`config.mk`:
```
export PLATFORM = sky130hd
export DESIGN_NAME = virtqueue_descriptor_allocator_core
export DESIGN_NICKNAME = d
export VERILOG_FILES = /design/src/rtl/vda_pkg.sv /design/src/rtl/virtqueue_descriptor_allocator_core.sv /design/src/rtl/vda_ram.sv /design/src/rtl/vda_front.sv /design/src/rtl/vda_outq.sv /design/src/rtl/vda_back.sv
export SDC_FILE = /design/constraint.sdc
export NUM_CORES = 2
export LEC_CHECK = 0
export BUFFER_PORTS_ARGS = -buffer_cell sky130_fd_sc_hd__buf_2
export CELL_PAD_IN_SITES_DETAIL_PLACEMENT = 1
export CELL_PAD_IN_SITES_GLOBAL_PLACEMENT = 1
export CORE_MARGIN = 4
export CORE_UTILIZATION = 40
export DETAILED_ROUTE_END_ITERATION = 10
export GPL_ROUTABILITY_DRIVEN = 0
export GPL_TIMING_DRIVEN = 1
export PLACE_DENSITY = 0.69
export SLEW_MARGIN = 30
export SYNTH_ARGS = -nofsm -noshare
export SYNTH_HDL_FRONTEND = slang
export SYNTH_SLANG_ARGS = --single-unit
```
`constraint.sdc`:
```
create_clock -name clk -period 13.3 [get_ports clk]
set_clock_uncertainty 0.05 [all_clocks]
set_input_delay 1.33 -clock clk [delete_from_list [all_inputs] [get_ports clk]]
set_output_delay 1.33 -clock clk [all_outputs]
set_load 0.01 [all_outputs]
```
`src/rtl/vda_pkg.sv`:
```
// Shared types and constants for the virtqueue descriptor allocator.
`timescale 1ns / 1ps

package vda_pkg;

  localparam int QUEUE_SIZE = 256;
  localparam int MAX_CHAIN  = 4;
  localparam int RESULT_CAP = 4;
  localparam int CHAIN_CAP  = (MAX_CHAIN < RESULT_CAP) ? MAX_CHAIN : RESULT_CAP;

  localparam int IDX_W    = $clog2(QUEUE_SIZE);
  localparam int CNT_W    = $clog2(QUEUE_SIZE + 1);
  localparam int CLEN_W   = $clog2(CHAIN_CAP + 1);
  localparam int K_W      = (CHAIN_CAP > 1) ? $clog2(CHAIN_CAP) : 1;
  localparam int AVAIL_W  = 16;

  // port widths of the payload fields
  localparam int IN_LEN_W = 3;
  localparam int DESC_W   = 8;
  localparam int KIND_W   = 2;
  localparam int FREE_W   = 9;

  localparam int INQ_DEPTH  = 2;
  localparam int OUTQ_DEPTH = 4;

  localparam logic OP_ALLOC   = 1'b0;
  localparam logic OP_RELEASE = 1'b1;

  localparam logic [KIND_W-1:0] KIND_GRANT  = 2'd0;
  localparam logic [KIND_W-1:0] KIND_REFUSE = 2'd1;
  localparam logic [KIND_W-1:0] KIND_FREE   = 2'd2;

  typedef struct packed {
    logic              op;
    logic [CLEN_W-1:0] len;
    logic [IDX_W-1:0]  head;
  } cmd_t;

  typedef struct packed {
    logic             chained;
    logic [IDX_W-1:0] link;
  } link_t;

  typedef struct packed {
    logic [KIND_W-1:0] kind;
    logic [DESC_W-1:0] desc;
    logic              has_next;
    logic [DESC_W-1:0] slot;
    logic [FREE_W-1:0] free_left;
    logic              last;
  } res_t;

endpackage

```
`src/rtl/virtqueue_descriptor_allocator_core.sv`:
```
// Top level of the split-virtqueue descriptor allocator.
`timescale 1ns / 1ps
//
// Requests enter through a queue-like port: a transaction is taken when push
// is high and full is low. An allocate asks for a chain of 1..4 descriptors
// popped from the free list; a release walks a completed chain from its head
// and returns up to four descriptors to the list. Results leave through a
// queue-like port: the oldest result is shown while empty is low and is
// taken when pop is high. Each request gives one result per descriptor, or
// a single refusal when too few are free; last marks its final result.
// A request of n descriptors occupies the engine for a start step, one
// link-table read per descriptor (a single RAM read port, each hop needs the
// previous link), then one step per staged result, which waits while the
// result queue is full. A refusal skips the walk and stages one result.
// A two-entry request queue and a four-entry result queue decouple the ports;
// when the receiver stalls, results back up and then full rises.
// Reset is synchronous; the link table comes up in its reset order at once
// through per-entry valid bits, so no clearing pass is needed.

module virtqueue_descriptor_allocator_core import vda_pkg::*; (
  input  logic                clk,
  input  logic                rst,
  input  logic                push,
  output logic                full,
  input  logic                operation,
  input  logic [IN_LEN_W-1:0] chain_length,
  input  logic [DESC_W-1:0]   chain_head,
  output logic                empty,
  input  logic                pop,
  output logic [KIND_W-1:0]   kind,
  output logic [DESC_W-1:0]   descriptor_index,
  output logic                has_next,
  output logic [DESC_W-1:0]   avail_slot,
  output logic [FREE_W-1:0]   free_left,
  output logic                last
);

  cmd_t cmd;
  logic cmd_valid;
  logic cmd_ready;
  logic res_push;
  logic res_full;
  res_t res_in;
  res_t res_out;

  vda_front u_front (
    .clk          (clk),
    .rst          (rst),
    .push         (push),
    .full         (full),
    .operation    (operation),
    .chain_length (chain_length),
    .chain_head   (chain_head),
    .cmd          (cmd),
    .cmd_valid    (cmd_valid),
    .cmd_ready    (cmd_ready)
  );

  vda_back u_back (
    .clk       (clk),
    .rst       (rst),
    .cmd       (cmd),
    .cmd_valid (cmd_valid),
    .cmd_ready (cmd_ready),
    .res_push  (res_push),
    .res       (res_in),
    .res_full  (res_full)
  );

  vda_outq u_outq (
    .clk   (clk),
    .rst   (rst),
    .push  (res_push),
    .din   (res_in),
    .full  (res_full),
    .pop   (pop),
    .empty (empty),
    .dout  (res_out)
  );

  assign kind             = res_out.kind;
  assign descriptor_index = res_out.desc;
  assign has_next         = res_out.has_next;
  assign avail_slot       = res_out.slot;
  assign free_left        = res_out.free_left;
  assign last             = res_out.last;

endmodule

```
`src/rtl/vda_ram.sv`:
```
// Generic single-write, single-read RAM with registered read data.
`timescale 1ns / 1ps

module vda_ram #(
  parameter int WIDTH = 8,
  parameter int DEPTH = 256
) (
  input  logic                     clk,
  input  logic                     we,
  input  logic [$clog2(DEPTH)-1:0] waddr,
  input  logic [WIDTH-1:0]         wdata,
  input  logic [$clog2(DEPTH)-1:0] raddr,
  output logic [WIDTH-1:0]         rdata
);

  logic [WIDTH-1:0] mem [DEPTH];

  always_ff @(posedge clk) begin
    if (we) begin
      mem[waddr] <= wdata;
    end
    rdata <= mem[raddr];
  end

endmodule

```
`src/rtl/vda_front.sv`:
```
// Request intake: normalizes each request and queues it for the engine.
`timescale 1ns / 1ps

module vda_front import vda_pkg::*; (
  input  logic                clk,
  input  logic                rst,
  input  logic                push,
  output logic                full,
  input  logic                operation,
  input  logic [IN_LEN_W-1:0] chain_length,
  input  logic [DESC_W-1:0]   chain_head,
  output cmd_t                cmd,
  output logic                cmd_valid,
  input  logic                cmd_ready
);

  localparam int PTR_W = (INQ_DEPTH > 1) ? $clog2(INQ_DEPTH) : 1;
  localparam int QC_W  = $clog2(INQ_DEPTH + 1);

  cmd_t             entries [INQ_DEPTH];
  logic [PTR_W-1:0] wr_ptr;
  logic [PTR_W-1:0] rd_ptr;
  logic [QC_W-1:0]  count;
  cmd_t             cmd_in;
  logic             do_push;
  logic             do_pop;

  always_comb begin
    cmd_in.op = operation;
    if (chain_length == '0) begin
      cmd_in.len = CLEN_W'(1);
    end else if (chain_length > IN_LEN_W'(CHAIN_CAP)) begin
      cmd_in.len = CLEN_W'(CHAIN_CAP);
    end else begin
      cmd_in.len = CLEN_W'(chain_length);
    end
    cmd_in.head = IDX_W'(chain_head);
  end

  assign full      = (count == QC_W'(INQ_DEPTH));
  assign cmd_valid = (count != '0);
  assign cmd       = entries[rd_ptr];
  assign do_push   = push && !full;
  assign do_pop    = cmd_valid && cmd_ready;

  always_ff @(posedge clk) begin
    if (do_push) begin
      entries[wr_ptr] <= cmd_in;
    end
    if (rst) begin
      wr_ptr <= '0;
      rd_ptr <= '0;
      count  <= '0;
    end else begin
      if (do_push) begin
        wr_ptr <= (wr_ptr == PTR_W'(INQ_DEPTH - 1)) ? '0 : wr_ptr + PTR_W'(1);
      end
      if (do_pop) begin
        rd_ptr <= (rd_ptr == PTR_W'(INQ_DEPTH - 1)) ? '0 : rd_ptr + PTR_W'(1);
      end
      if (do_push && !do_pop) begin
        count <= count + QC_W'(1);
      end else if (do_pop && !do_push) begin
        count <= count - QC_W'(1);
      end
    end
  end

endmodule

```
`src/rtl/vda_outq.sv`:
```
// Result queue between the engine and the result port.
`timescale 1ns / 1ps

module vda_outq import vda_pkg::*; (
  input  logic clk,
  input  logic rst,
  input  logic push,
  input  res_t din,
  output logic full,
  input  logic pop,
  output logic empty,
  output res_t dout
);

  localparam int PTR_W = (OUTQ_DEPTH > 1) ? $clog2(OUTQ_DEPTH) : 1;
  localparam int QC_W  = $clog2(OUTQ_DEPTH + 1);

  res_t             entries [OUTQ_DEPTH];
  logic [PTR_W-1:0] wr_ptr;
  logic [PTR_W-1:0] rd_ptr;
  logic [QC_W-1:0]  count;
  logic             do_push;
  logic             do_pop;

  assign full    = (count == QC_W'(OUTQ_DEPTH));
  assign empty   = (count == '0);
  assign dout    = entries[rd_ptr];
  assign do_push = push && !full;
  assign do_pop  = pop && !empty;

  always_ff @(posedge clk) begin
    if (do_push) begin
      entries[wr_ptr] <= din;
    end
    if (rst) begin
      wr_ptr <= '0;
      rd_ptr <= '0;
      count  <= '0;
    end else begin
      if (do_push) begin
        wr_ptr <= (wr_ptr == PTR_W'(OUTQ_DEPTH - 1)) ? '0 : wr_ptr + PTR_W'(1);
      end
      if (do_pop) begin
        rd_ptr <= (rd_ptr == PTR_W'(OUTQ_DEPTH - 1)) ? '0 : rd_ptr + PTR_W'(1);
      end
      if (do_push && !do_pop) begin
        count <= count + QC_W'(1);
      end else if (do_pop && !do_push) begin
        count <= count - QC_W'(1);
      end
    end
  end

endmodule

```
`src/rtl/vda_back.sv`:
```
// Allocation engine: walks the descriptor link table and stages results.
`timescale 1ns / 1ps

module vda_back import vda_pkg::*; (
  input  logic clk,
  input  logic rst,
  input  cmd_t cmd,
  input  logic cmd_valid,
  output logic cmd_ready,
  output logic res_push,
  output res_t res,
  input  logic res_full
);

  typedef enum logic [2:0] {
    S_IDLE = 3'b001,
    S_WALK = 3'b010,
    S_EMIT = 3'b100
  } state_t;

  state_t              state;
  logic                op;
  logic [CLEN_W-1:0]   len;
  logic                refused;
  logic [K_W-1:0]      k;
  logic [K_W-1:0]      emit_idx;
  logic [K_W-1:0]      last_idx;
  logic [IDX_W-1:0]    free_head;
  logic [CNT_W-1:0]    free_count;
  logic [AVAIL_W-1:0]  avail_count;
  logic [IDX_W-1:0]    slot;
  logic [IDX_W-1:0]    descs [CHAIN_CAP];
  logic [CHAIN_CAP-1:0] nexts;
  logic [QUEUE_SIZE-1:0] valid;

  logic [IDX_W-1:0]    rd_addr_q;
  logic                rd_valid_q;
  logic                fwd_q;
  link_t               fwd_data_q;
  link_t               ram_rdata;
  link_t               eff;

  logic                grant;
  logic                start;
  logic                k_end;
  logic                alloc_flag;
  logic                walk_done;
  logic                we;
  logic [IDX_W-1:0]    raddr;
  link_t               wdata;

  assign cmd_ready = (state == S_IDLE);
  assign start     = (state == S_IDLE) && cmd_valid;
  assign grant     = (cmd.op == OP_RELEASE) || (free_count >= CNT_W'(cmd.len));

  always_comb begin
    // same-cycle write to the read address wins; untouched entries read as reset links
    if (fwd_q) begin
      eff = fwd_data_q;
    end else if (rd_valid_q) begin
      eff = ram_rdata;
    end else begin
      eff.chained = 1'b0;
      eff.link    = rd_addr_q - IDX_W'(1);
    end
    k_end      = ((CLEN_W'(k) + CLEN_W'(1)) == len);
    alloc_flag = !k_end;
    if (op == OP_ALLOC) begin
      walk_done = k_end;
    end else begin
      walk_done = !eff.chained || ((CLEN_W'(k) + CLEN_W'(1)) == CLEN_W'(CHAIN_CAP));
    end
    we = (state == S_WALK);
    if (op == OP_ALLOC) begin
      wdata.chained = alloc_flag;
      wdata.link    = eff.link;
    end else begin
      wdata.chained = 1'b0;
      wdata.link    = free_head;
    end
    if (state == S_WALK) begin
      raddr = eff.link;
    end else if (cmd.op == OP_ALLOC) begin
      raddr = free_head;
    end else begin
      raddr = cmd.head;
    end
  end

  vda_ram #(
    .WIDTH($bits(link_t)),
    .DEPTH(QUEUE_SIZE)
  ) u_link_ram (
    .clk   (clk),
    .we    (we),
    .waddr (rd_addr_q),
    .wdata (wdata),
    .raddr (raddr),
    .rdata (ram_rdata)
  );

  always_ff @(posedge clk) begin
    rd_addr_q  <= raddr;
    rd_valid_q <= valid[raddr];
    fwd_q      <= we && (rd_addr_q == raddr);
    fwd_data_q <= wdata;
    if (state == S_WALK) begin
      descs[k] <= rd_addr_q;
      nexts[k] <= (op == OP_ALLOC) ? alloc_flag : eff.chained;
    end
    if (rst) begin
      state       <= S_IDLE;
      op          <= OP_ALLOC;
      len         <= '0;
      refused     <= 1'b0;
      k           <= '0;
      emit_idx    <= '0;
      last_idx    <= '0;
      free_head   <= IDX_W'(QUEUE_SIZE - 1);
      free_count  <= CNT_W'(QUEUE_SIZE);
      avail_count <= '0;
      slot        <= '0;
      valid       <= '0;
    end else begin
      if (we) begin
        valid[rd_addr_q] <= 1'b1;
      end
      unique case (state)
        S_IDLE: begin
          if (start) begin
            op       <= cmd.op;
            len      <= cmd.len;
            k        <= '0;
            emit_idx <= '0;
            if (grant) begin
              refused <= 1'b0;
              state   <= S_WALK;
              if (cmd.op == OP_ALLOC) begin
                slot        <= avail_count[IDX_W-1:0];
                avail_count <= avail_count + AVAIL_W'(1);
              end
            end else begin
              refused  <= 1'b1;
              last_idx <= '0;
              state    <= S_EMIT;
            end
          end
        end
        S_WALK: begin
          if (op == OP_ALLOC) begin
            free_head <= eff.link;
          end else begin
            free_head <= rd_addr_q;
            if (free_count < CNT_W'(QUEUE_SIZE)) begin
              free_count <= free_count + CNT_W'(1);
            end
          end
          if (walk_done) begin
            last_idx <= k;
            state    <= S_EMIT;
            if (op == OP_ALLOC) begin
              free_count <= free_count - CNT_W'(len);
            end
          end else begin
            k <= k + K_W'(1);
          end
        end
        S_EMIT: begin
          if (!res_full) begin
            emit_idx <= emit_idx + K_W'(1);
            if (emit_idx == last_idx) begin
              state <= S_IDLE;
            end
          end
        end
        default: begin
          state <= S_IDLE;
        end
      endcase
    end
  end

  always_comb begin
    res_push      = (state == S_EMIT) && !res_full;
    res.free_left = FREE_W'(free_count);
    res.last      = (emit_idx == last_idx);
    if (refused) begin
      res.kind     = KIND_REFUSE;
      res.desc     = '0;
      res.has_next = 1'b0;
      res.slot     = '0;
    end else begin
      res.kind     = (op == OP_ALLOC) ? KIND_GRANT : KIND_FREE;
      res.desc     = DESC_W'(descs[emit_idx]);
      res.has_next = nexts[emit_idx];
      res.slot     = (op == OP_ALLOC) ? DESC_W'(slot) : '0;
    end
  end

  a_count_bound: assert property (@(posedge clk) disable iff (rst)
    free_count <= CNT_W'(QUEUE_SIZE))
    else $error("free count above queue size");

  a_alloc_funded: assert property (@(posedge clk) disable iff (rst)
    (state == S_WALK && op == OP_ALLOC) |-> (free_count >= CNT_W'(len)))
    else $error("allocation walk started without enough free descriptors");

  a_emit_range: assert property (@(posedge clk) disable iff (rst)
    (state == S_EMIT) |-> (emit_idx <= last_idx))
    else $error("emit index ran past staged results");

  a_refuse_single: assert property (@(posedge clk) disable iff (rst)
    (state == S_EMIT && refused) |-> (last_idx == '0))
    else $error("refusal staged more than one result");

endmodule
```
# Word-level counts from Yosys, hierarchy flattened
# Memory sizes are Yosys's and may differ from the RTL's. A register that Yosys moved wholly into a read port is not among the register bits.
# Index checks and enable logic that the tools add are counted.
# totals
reg_bits,345
mem_bits_rw,2476
output_inout_bits,31
wordCells,169
n_memories,4
# mem_list
memory,words,word_bits,rd,rd_ports_with_merged_regs,wr,line,source
u_back.u_link_ram.mem,256,9,1,1,1,vda_ram.sv:16,logic [WIDTH-1:0] mem [DEPTH];
u_outq.entries,4,29,1,1,1,vda_outq.sv:18,res_t entries [OUTQ_DEPTH];
u_back.descs,4,8,1,1,1,vda_back.sv:32,logic [IDX_W-1:0] descs [CHAIN_CAP];
u_front.entries,2,12,1,1,1,vda_front.sv:20,cmd_t entries [INQ_DEPTH];
# classes
add_sub_neg,15
magnitude_cmp,9
n_eq_ne,17
mux,62
bitwise_logic,2
n_reduce_logical,36
# ops
cell,count
256-bit bitwise OR,1
9-bit two-way mux,7
8-bit two-way mux,4
2-bit two-way mux,15
3-bit two-way mux,9
19-bit two-way mux,1
8-bit by 9-bit < comparator with 1-bit output (second input constant),2
1-bit two-way mux,17
16-bit by 1-bit adder with 16-bit output (second input constant),1
1-bit logical AND,12
2-bit case mux with 2 select lines,3
4-bit AND reduction,3
2-bit by 1-bit adder with 2-bit output (second input constant),5
2-bit nonzero test,5
9-bit by 1-bit adder with 9-bit output (second input constant),1
3-bit == test (second input constant),3
9-bit by 3-bit greater-or-equal comparator with 1-bit output,1
1-bit zero test,9
9-bit < comparator (second input constant),1
3-bit case mux with 3 select lines,1
9-bit by 3-bit subtractor with 9-bit output,1
1-bit binary-select mux with 8-bit select,1
1-bit demux with 8-bit select,1
8-bit == test,1
25 further kinds,36

# Longest topological paths before layout
# depth
word_depth,8
depth_mapped,18

# Cells and area by module
# Synthesis repeated with hierarchy kept, for this count alone.
# unflattened
cells_unflattened,6341
hier_area_um2,110546.0
# by_module_without_submodules
module,instances,cells_per_inst,area_each_um2,seq_area_each_um2
vda_ram,1,4237,89278.1,69366.5
vda_back,1,1837,15494.9,7567.3
vda_outq,1,201,4673.2,3663.5
vda_front,1,66,1099.8,820.8

# Least setup slack after synthesis
# OpenSTA, ideal clock, no wires.
# synth_path
kind,register to register
startpoint,reg u_back.rd_addr_q[0]
endpoint,"mem u_back.u_link_ram.mem[0][5] (netlist bit), data pin"
arrival_ps,8376
required_ps,11668
slack_ps,3292
path_stages_with_launch,7
path_buffers,0
cell_sequence,dfxtp_1 or4_1 nor3_1 nor3_1 o31ai_1 nor2_1 a21oi_1
# synth_between
elab_chain_cells,4
# synth_rtl
element,line,source
"start, declared",vda_back.sv:36,logic [IDX_W-1:0] rd_addr_q;
"start signal, assigned",vda_back.sv:103,rd_addr_q <= raddr;
8-bit by 1-bit subtractor with 8-bit output,vda_back.sv:64,eff.link = rd_addr_q - IDX_W'(1);
9-bit two-way mux,vda_back.sv:60,end else if (rd_valid_q) begin
9-bit two-way mux,vda_back.sv:58,if (fwd_q) begin
9-bit two-way mux,vda_back.sv:74,if (op == OP_ALLOC) begin
via u_back.u_link_ram.wdata[5],vda_ram.sv:11,"input logic [WIDTH-1:0] wdata,"
"end, declared",vda_ram.sv:16,
# The timed path passes the listed nets, and every way through them passes these cells.

==> results.py <==
metrics = {
    "synthesis": {
        "ys.flop_type": "edfxtp_1",
        "synth_area_per_cell_um2": 15.93,
        "yosys.area.top_type_share": 0.6720,
        "synth_area_um2": 110800,
        "ys_async_sr_fraction": 0,
        "ys_ff_latch": 2827,
        "synth.area.top_cells": "edfxtp_1 (67%), mux4_2 (6.5%), dfxtp_1 (6.3%), mux2i_1 (4.0%), nor2_1 (2.7%)",
        "synth_edf_count": 2480,
        "syn-num-nets": 6997,
        "synth-seq-area-share": 0.7347,
        "syn_inst": 6955,
        "synth_cell_type_count": 86,
        "ys_warn_count": 0,
        "yosysTopAreaCell": "edfxtp_1",
    },
    "final_layout": {
        "syn_to_final_growth_pct": 13.88,
        "fin_util": 0.4596,
        "design_area_um2": 126200,
        "finalNetCount": 7108,
        "layout-drive-gt1-share": 0.1891,
    },
    "timing": {
        "timing.final.hold_violations": 0,
        "rsz0062_at_grt": "no",
        "worst_slew_pin_slew_ps": 1136,
        "setup_ws_ps": 6436,
        "min_period_ps": 6864,
        "fmax_ghz": 0.1457,
        "maxSlewHeadroom": 0.2421,
        "setup_violations": 0,
        "drv_slew": 0,
        "finalSetupTns_ps": 0,
        "min_period_over_period": 0.5161,
    },
    "clock_tree": {
        "clk_pin_slew_ps": 60,
        "cts_tree": "done",
        "cts_buffer_depth": 4,
        "htree_levels": 5,
        "clock_sinks": 2827,
        "clock_latency_ps": 970,
        "cts_hold_buf": 0,
        "cts_buffers": 311,
        "cts_resized": 0,
        "cts_root_buffer": "clkbuf_16",
        "postCtsSetupBuffers": 0,
    },
    "critical_path": {
        "crit_path_frequent_cell": "buf_4",
        "worstPathRequired_ps": 14070,
        "cp_slowest_stage_delay_ps": 850,
        "path_class": "flip-flop to flip-flop",
        "crit_chain": "mux2i_1 > a2111o_2 > o21ai_4 > inv_8 > buf_4 > buf_4 > buf_16 > mux4_2 > a22oi_1 > nand2_1 > o31ai_1 > o211ai_1 > or4_1",
        "reg2reg_depth": 13,
        "arrival_ps": 7630,
        "r2r_slack_ps": 6440,
        "rr_endpoint": "u_back.rd_valid_q$_DFF_P_",
        "cp-end-kind": "flip-flop",
        "cp_slowest_cell": "dfxtp_1",
        "critPathTopFamily": "buffers and inverters",
        "worstPathMaxFanout": 67,
        "crit_path_start_kind": "flip-flop",
        "critPathBufInv": 4,
    },
    "hold_path": {
        "min_path_type": "flip-flop to flip-flop",
        "min_to": "u_back.slot[7]$_SDFFE_PP0P_",
        "hold_path_depth": 2,
        "min_from": "u_back.slot[7]$_SDFFE_PP0P_",
    },
    "global_route": {
        "grt_max_degree": 186,
        "globalRouteTotalUtil": 0.2398,
        "gr-usage-met1": 0.3246,
        "overflow": 0,
        "grt_pass1_wl_mm": 498.1,
        "met3_usage": 0.05037,
        "busiest_layer": "met2",
        "grt_use_met2": 0.3772,
        "antenna_found_initial": 19,
        "grt_pass1_vias": 67290,
    },
    "routing": {
        "wl_per_cell_um": 31.84,
        "drc": 0,
        "first_pass_iters": 5,
        "via_per_inst": 6.002,
        "first_iter_violations": 8426,
        "dr_total_vias": 65960,
        "final_antenna_net_count": 0,
        "wl_mm": 349.9,
    },
    "placement": {
        "post-dp-hpwl_mm": 209.3,
        "port_buffers": 46,
        "place_ws_ps": 6624,
        "placed_area_um2": 115900,
    },
    "power_and_ir_drop": {
        "total_power_mw": 29.42,
        "ir_drop_mv": 0.2940,
        "power_density_nw_per_um2": 233.1,
        "leakagePower_nw": 40.93,
    },
    "floorplan": {
        "initial_utilization": 0.4036,
        "ios": 47,
        "die_x_um": 534.4,
        "dieHeight_um": 534.4,
        "coreArea_um2": 274600,
        "fp-row-count": 192,
        "die_area_um2": 285500,
    },
    "outcome": {
        "status": "complete, no violations",
    },
    "flow_run": {
        "maxCapViolations": 0,
    },
}
==> worst register-to-register path, cell delays in order, from the launching register on <==
cell	delay (ps)
dfxtp_1	850
mux2i_1	590
a2111o_2	690
o21ai_4	210
inv_8	450
buf_4	850
buf_4	580
buf_16	320
mux4_2	400
a22oi_1	380
nand2_1	270
o31ai_1	350
o211ai_1	180
or4_1	540
==> report_power, final <==
| part | internal [mW] | switching, mW |
|---|---|---|
| logic | 2.24 | 6.78 |
| registers | 11.8 | 0.125 |
| clock network | 5.05 | 3.45 |
==> worst max-delay path by stage <==
| stage | from | endpoint | slack (ps) | cells past startpoint |
|---|---|---|---|---|
| final | flip-flop | u_back.rd_valid_q$_DFF_P_ | 6440 | 13 |
| after floorplan | u_back.rd_addr_q[0]$_DFF_P_ | u_back.u_link_ram.mem[0][5]$_DFFE_PP_ | 3290 | 6 |
| after global routing | flip-flop | u_back.rd_valid_q$_DFF_P_ | 6250 | 13 |
| after CTS | flip-flop | u_back.u_link_ram.rdata[6]$_DFF_P_ | 6530 | 12 |
| after detailed placement | flip-flop | u_back.u_link_ram.rdata[3]$_DFF_P_ | 6620 | 12 |
| after global placement | flip-flop | u_back.u_link_ram.rdata[5]$_DFF_P_ | 5800 | 12 |
==> kinds of logic after synthesis <==
| family | share of synthesized area |
|---|---|
| simple gates | 0.07757 |
| xor+xnor | 0.002608 |
| flops | 0.7347 |
| buf+inv | 0.02099 |
| fa+ha+maj | 0.003071 |
| compound gates | 0.05288 |
| mux | 0.1082 |
==> synthesized netlist by cell type, types with 34 or more instances <==
cell	instances
nand4_1	34
edfxtp_1	2480
buf_2	144
o22ai_1	138
nand2_1	637
a21oi_1	81
mux4_2	319
inv_1	39
nand3_1	313
a22oi_1	129
a31oi_1	40
o21ai_0	105
nor2_1	797
buf_4	44
a211oi_1	39
and2_1	38
clkbuf_1	194
mux2_2	34
mux2i_1	439
o211ai_1	82
dfxtp_1	347
==> layout by cell type (no fill, tap or decap), types with 19 or more instances in the layout <==
| master | synthesis | final |
|---|---|---|
| buf_2 | 144 | 46 |
| a32oi_1 | 21 | 21 |
| o22ai_1 | 138 | 138 |
| mux4_2 | 319 | 319 |
| nand2_1 | 637 | 626 |
| mux2i_1 | 439 | 438 |
| dfxtp_1 | 347 | 346 |
| nand3_1 | 313 | 307 |
| a31oi_1 | 40 | 40 |
| clkbuf_8 | 0 | 40 |
| mux2_2 | 34 | 32 |
| a22oi_1 | 129 | 129 |
| edfxtp_1 | 2480 | 2480 |
| bufinv_16 | 0 | 22 |
| a21oi_1 | 81 | 78 |
| ha_1 | 24 | 24 |
| buf_4 | 44 | 151 |
| o21ba_2 | 30 | 30 |
| a211oi_1 | 39 | 38 |
| nor2_2 | 0 | 226 |
| and2_1 | 38 | 36 |
| xor2_1 | 19 | 19 |
| clkbuf_1 | 194 | 57 |
| nor3_1 | 26 | 21 |
| nor2b_1 | 19 | 19 |
| inv_1 | 39 | 38 |
| clkinv_1 | 1 | 42 |
| o211ai_1 | 82 | 82 |
| o21ai_0 | 105 | 105 |
| nand4_1 | 34 | 34 |
| clkbuf_16 | 0 | 321 |
| nor2_1 | 797 | 567 |
| clkinv_2 | 0 | 51 |
==> state kept, by name (all words and copies together) (netlist names), 3 cells and up, named ones only <==
| signal | flops |
|---|---|
| u_back.nexts | 4 |
| u_back.u_link_ram.rdata | 9 |
| u_back.avail_count | 8 |
| u_front.entries | 24 |
| u_back.free_count | 9 |
| u_back.state | 3 |
| u_back.descs | 32 |
| u_outq.entries | 116 |
| u_back.free_head | 8 |
| u_back.rd_addr_q | 8 |
| u_back.len | 3 |
| u_back.slot | 8 |
| u_outq.count | 3 |
| u_back.valid | 256 |
| u_back.u_link_ram.mem | 2304 |
| u_back.fwd_data_q | 9 |
==> cell type report <==
cell class | instances | area [um2]
sequential | 2827 | 81420
tap | 3686 | 4612
multi-input combinational | 3654 | 28050
fill | 26410 | 148400
inverter | 45 | 195.2
clock inverter | 131 | 1216
timing repair buffer | 227 | 1912
antenna | 2 | 5.005
clock buffer | 418 | 8797
==> per-layer routing <==
metal  share of wire  vias up
li1                -    27080
met1            0.40    34860
met2            0.47     3330
met3           0.092      681
met4           0.046       14
met5         0.00025        -
==> through the flow <==
| step | std cells | hold WS [ps] |
|---|---|---|
| after floorplan | 6955 | 381.7 |
| after global placement | 10430 | 392.6 |
| after detailed placement | 10430 | 398.4 |
| after CTS | 10980 | 406.7 |
| after global routing | 10990 | 430.2 |
| final | 10990 | 401.5 |
Note: power is estimated with default switching activity, not from simulation.
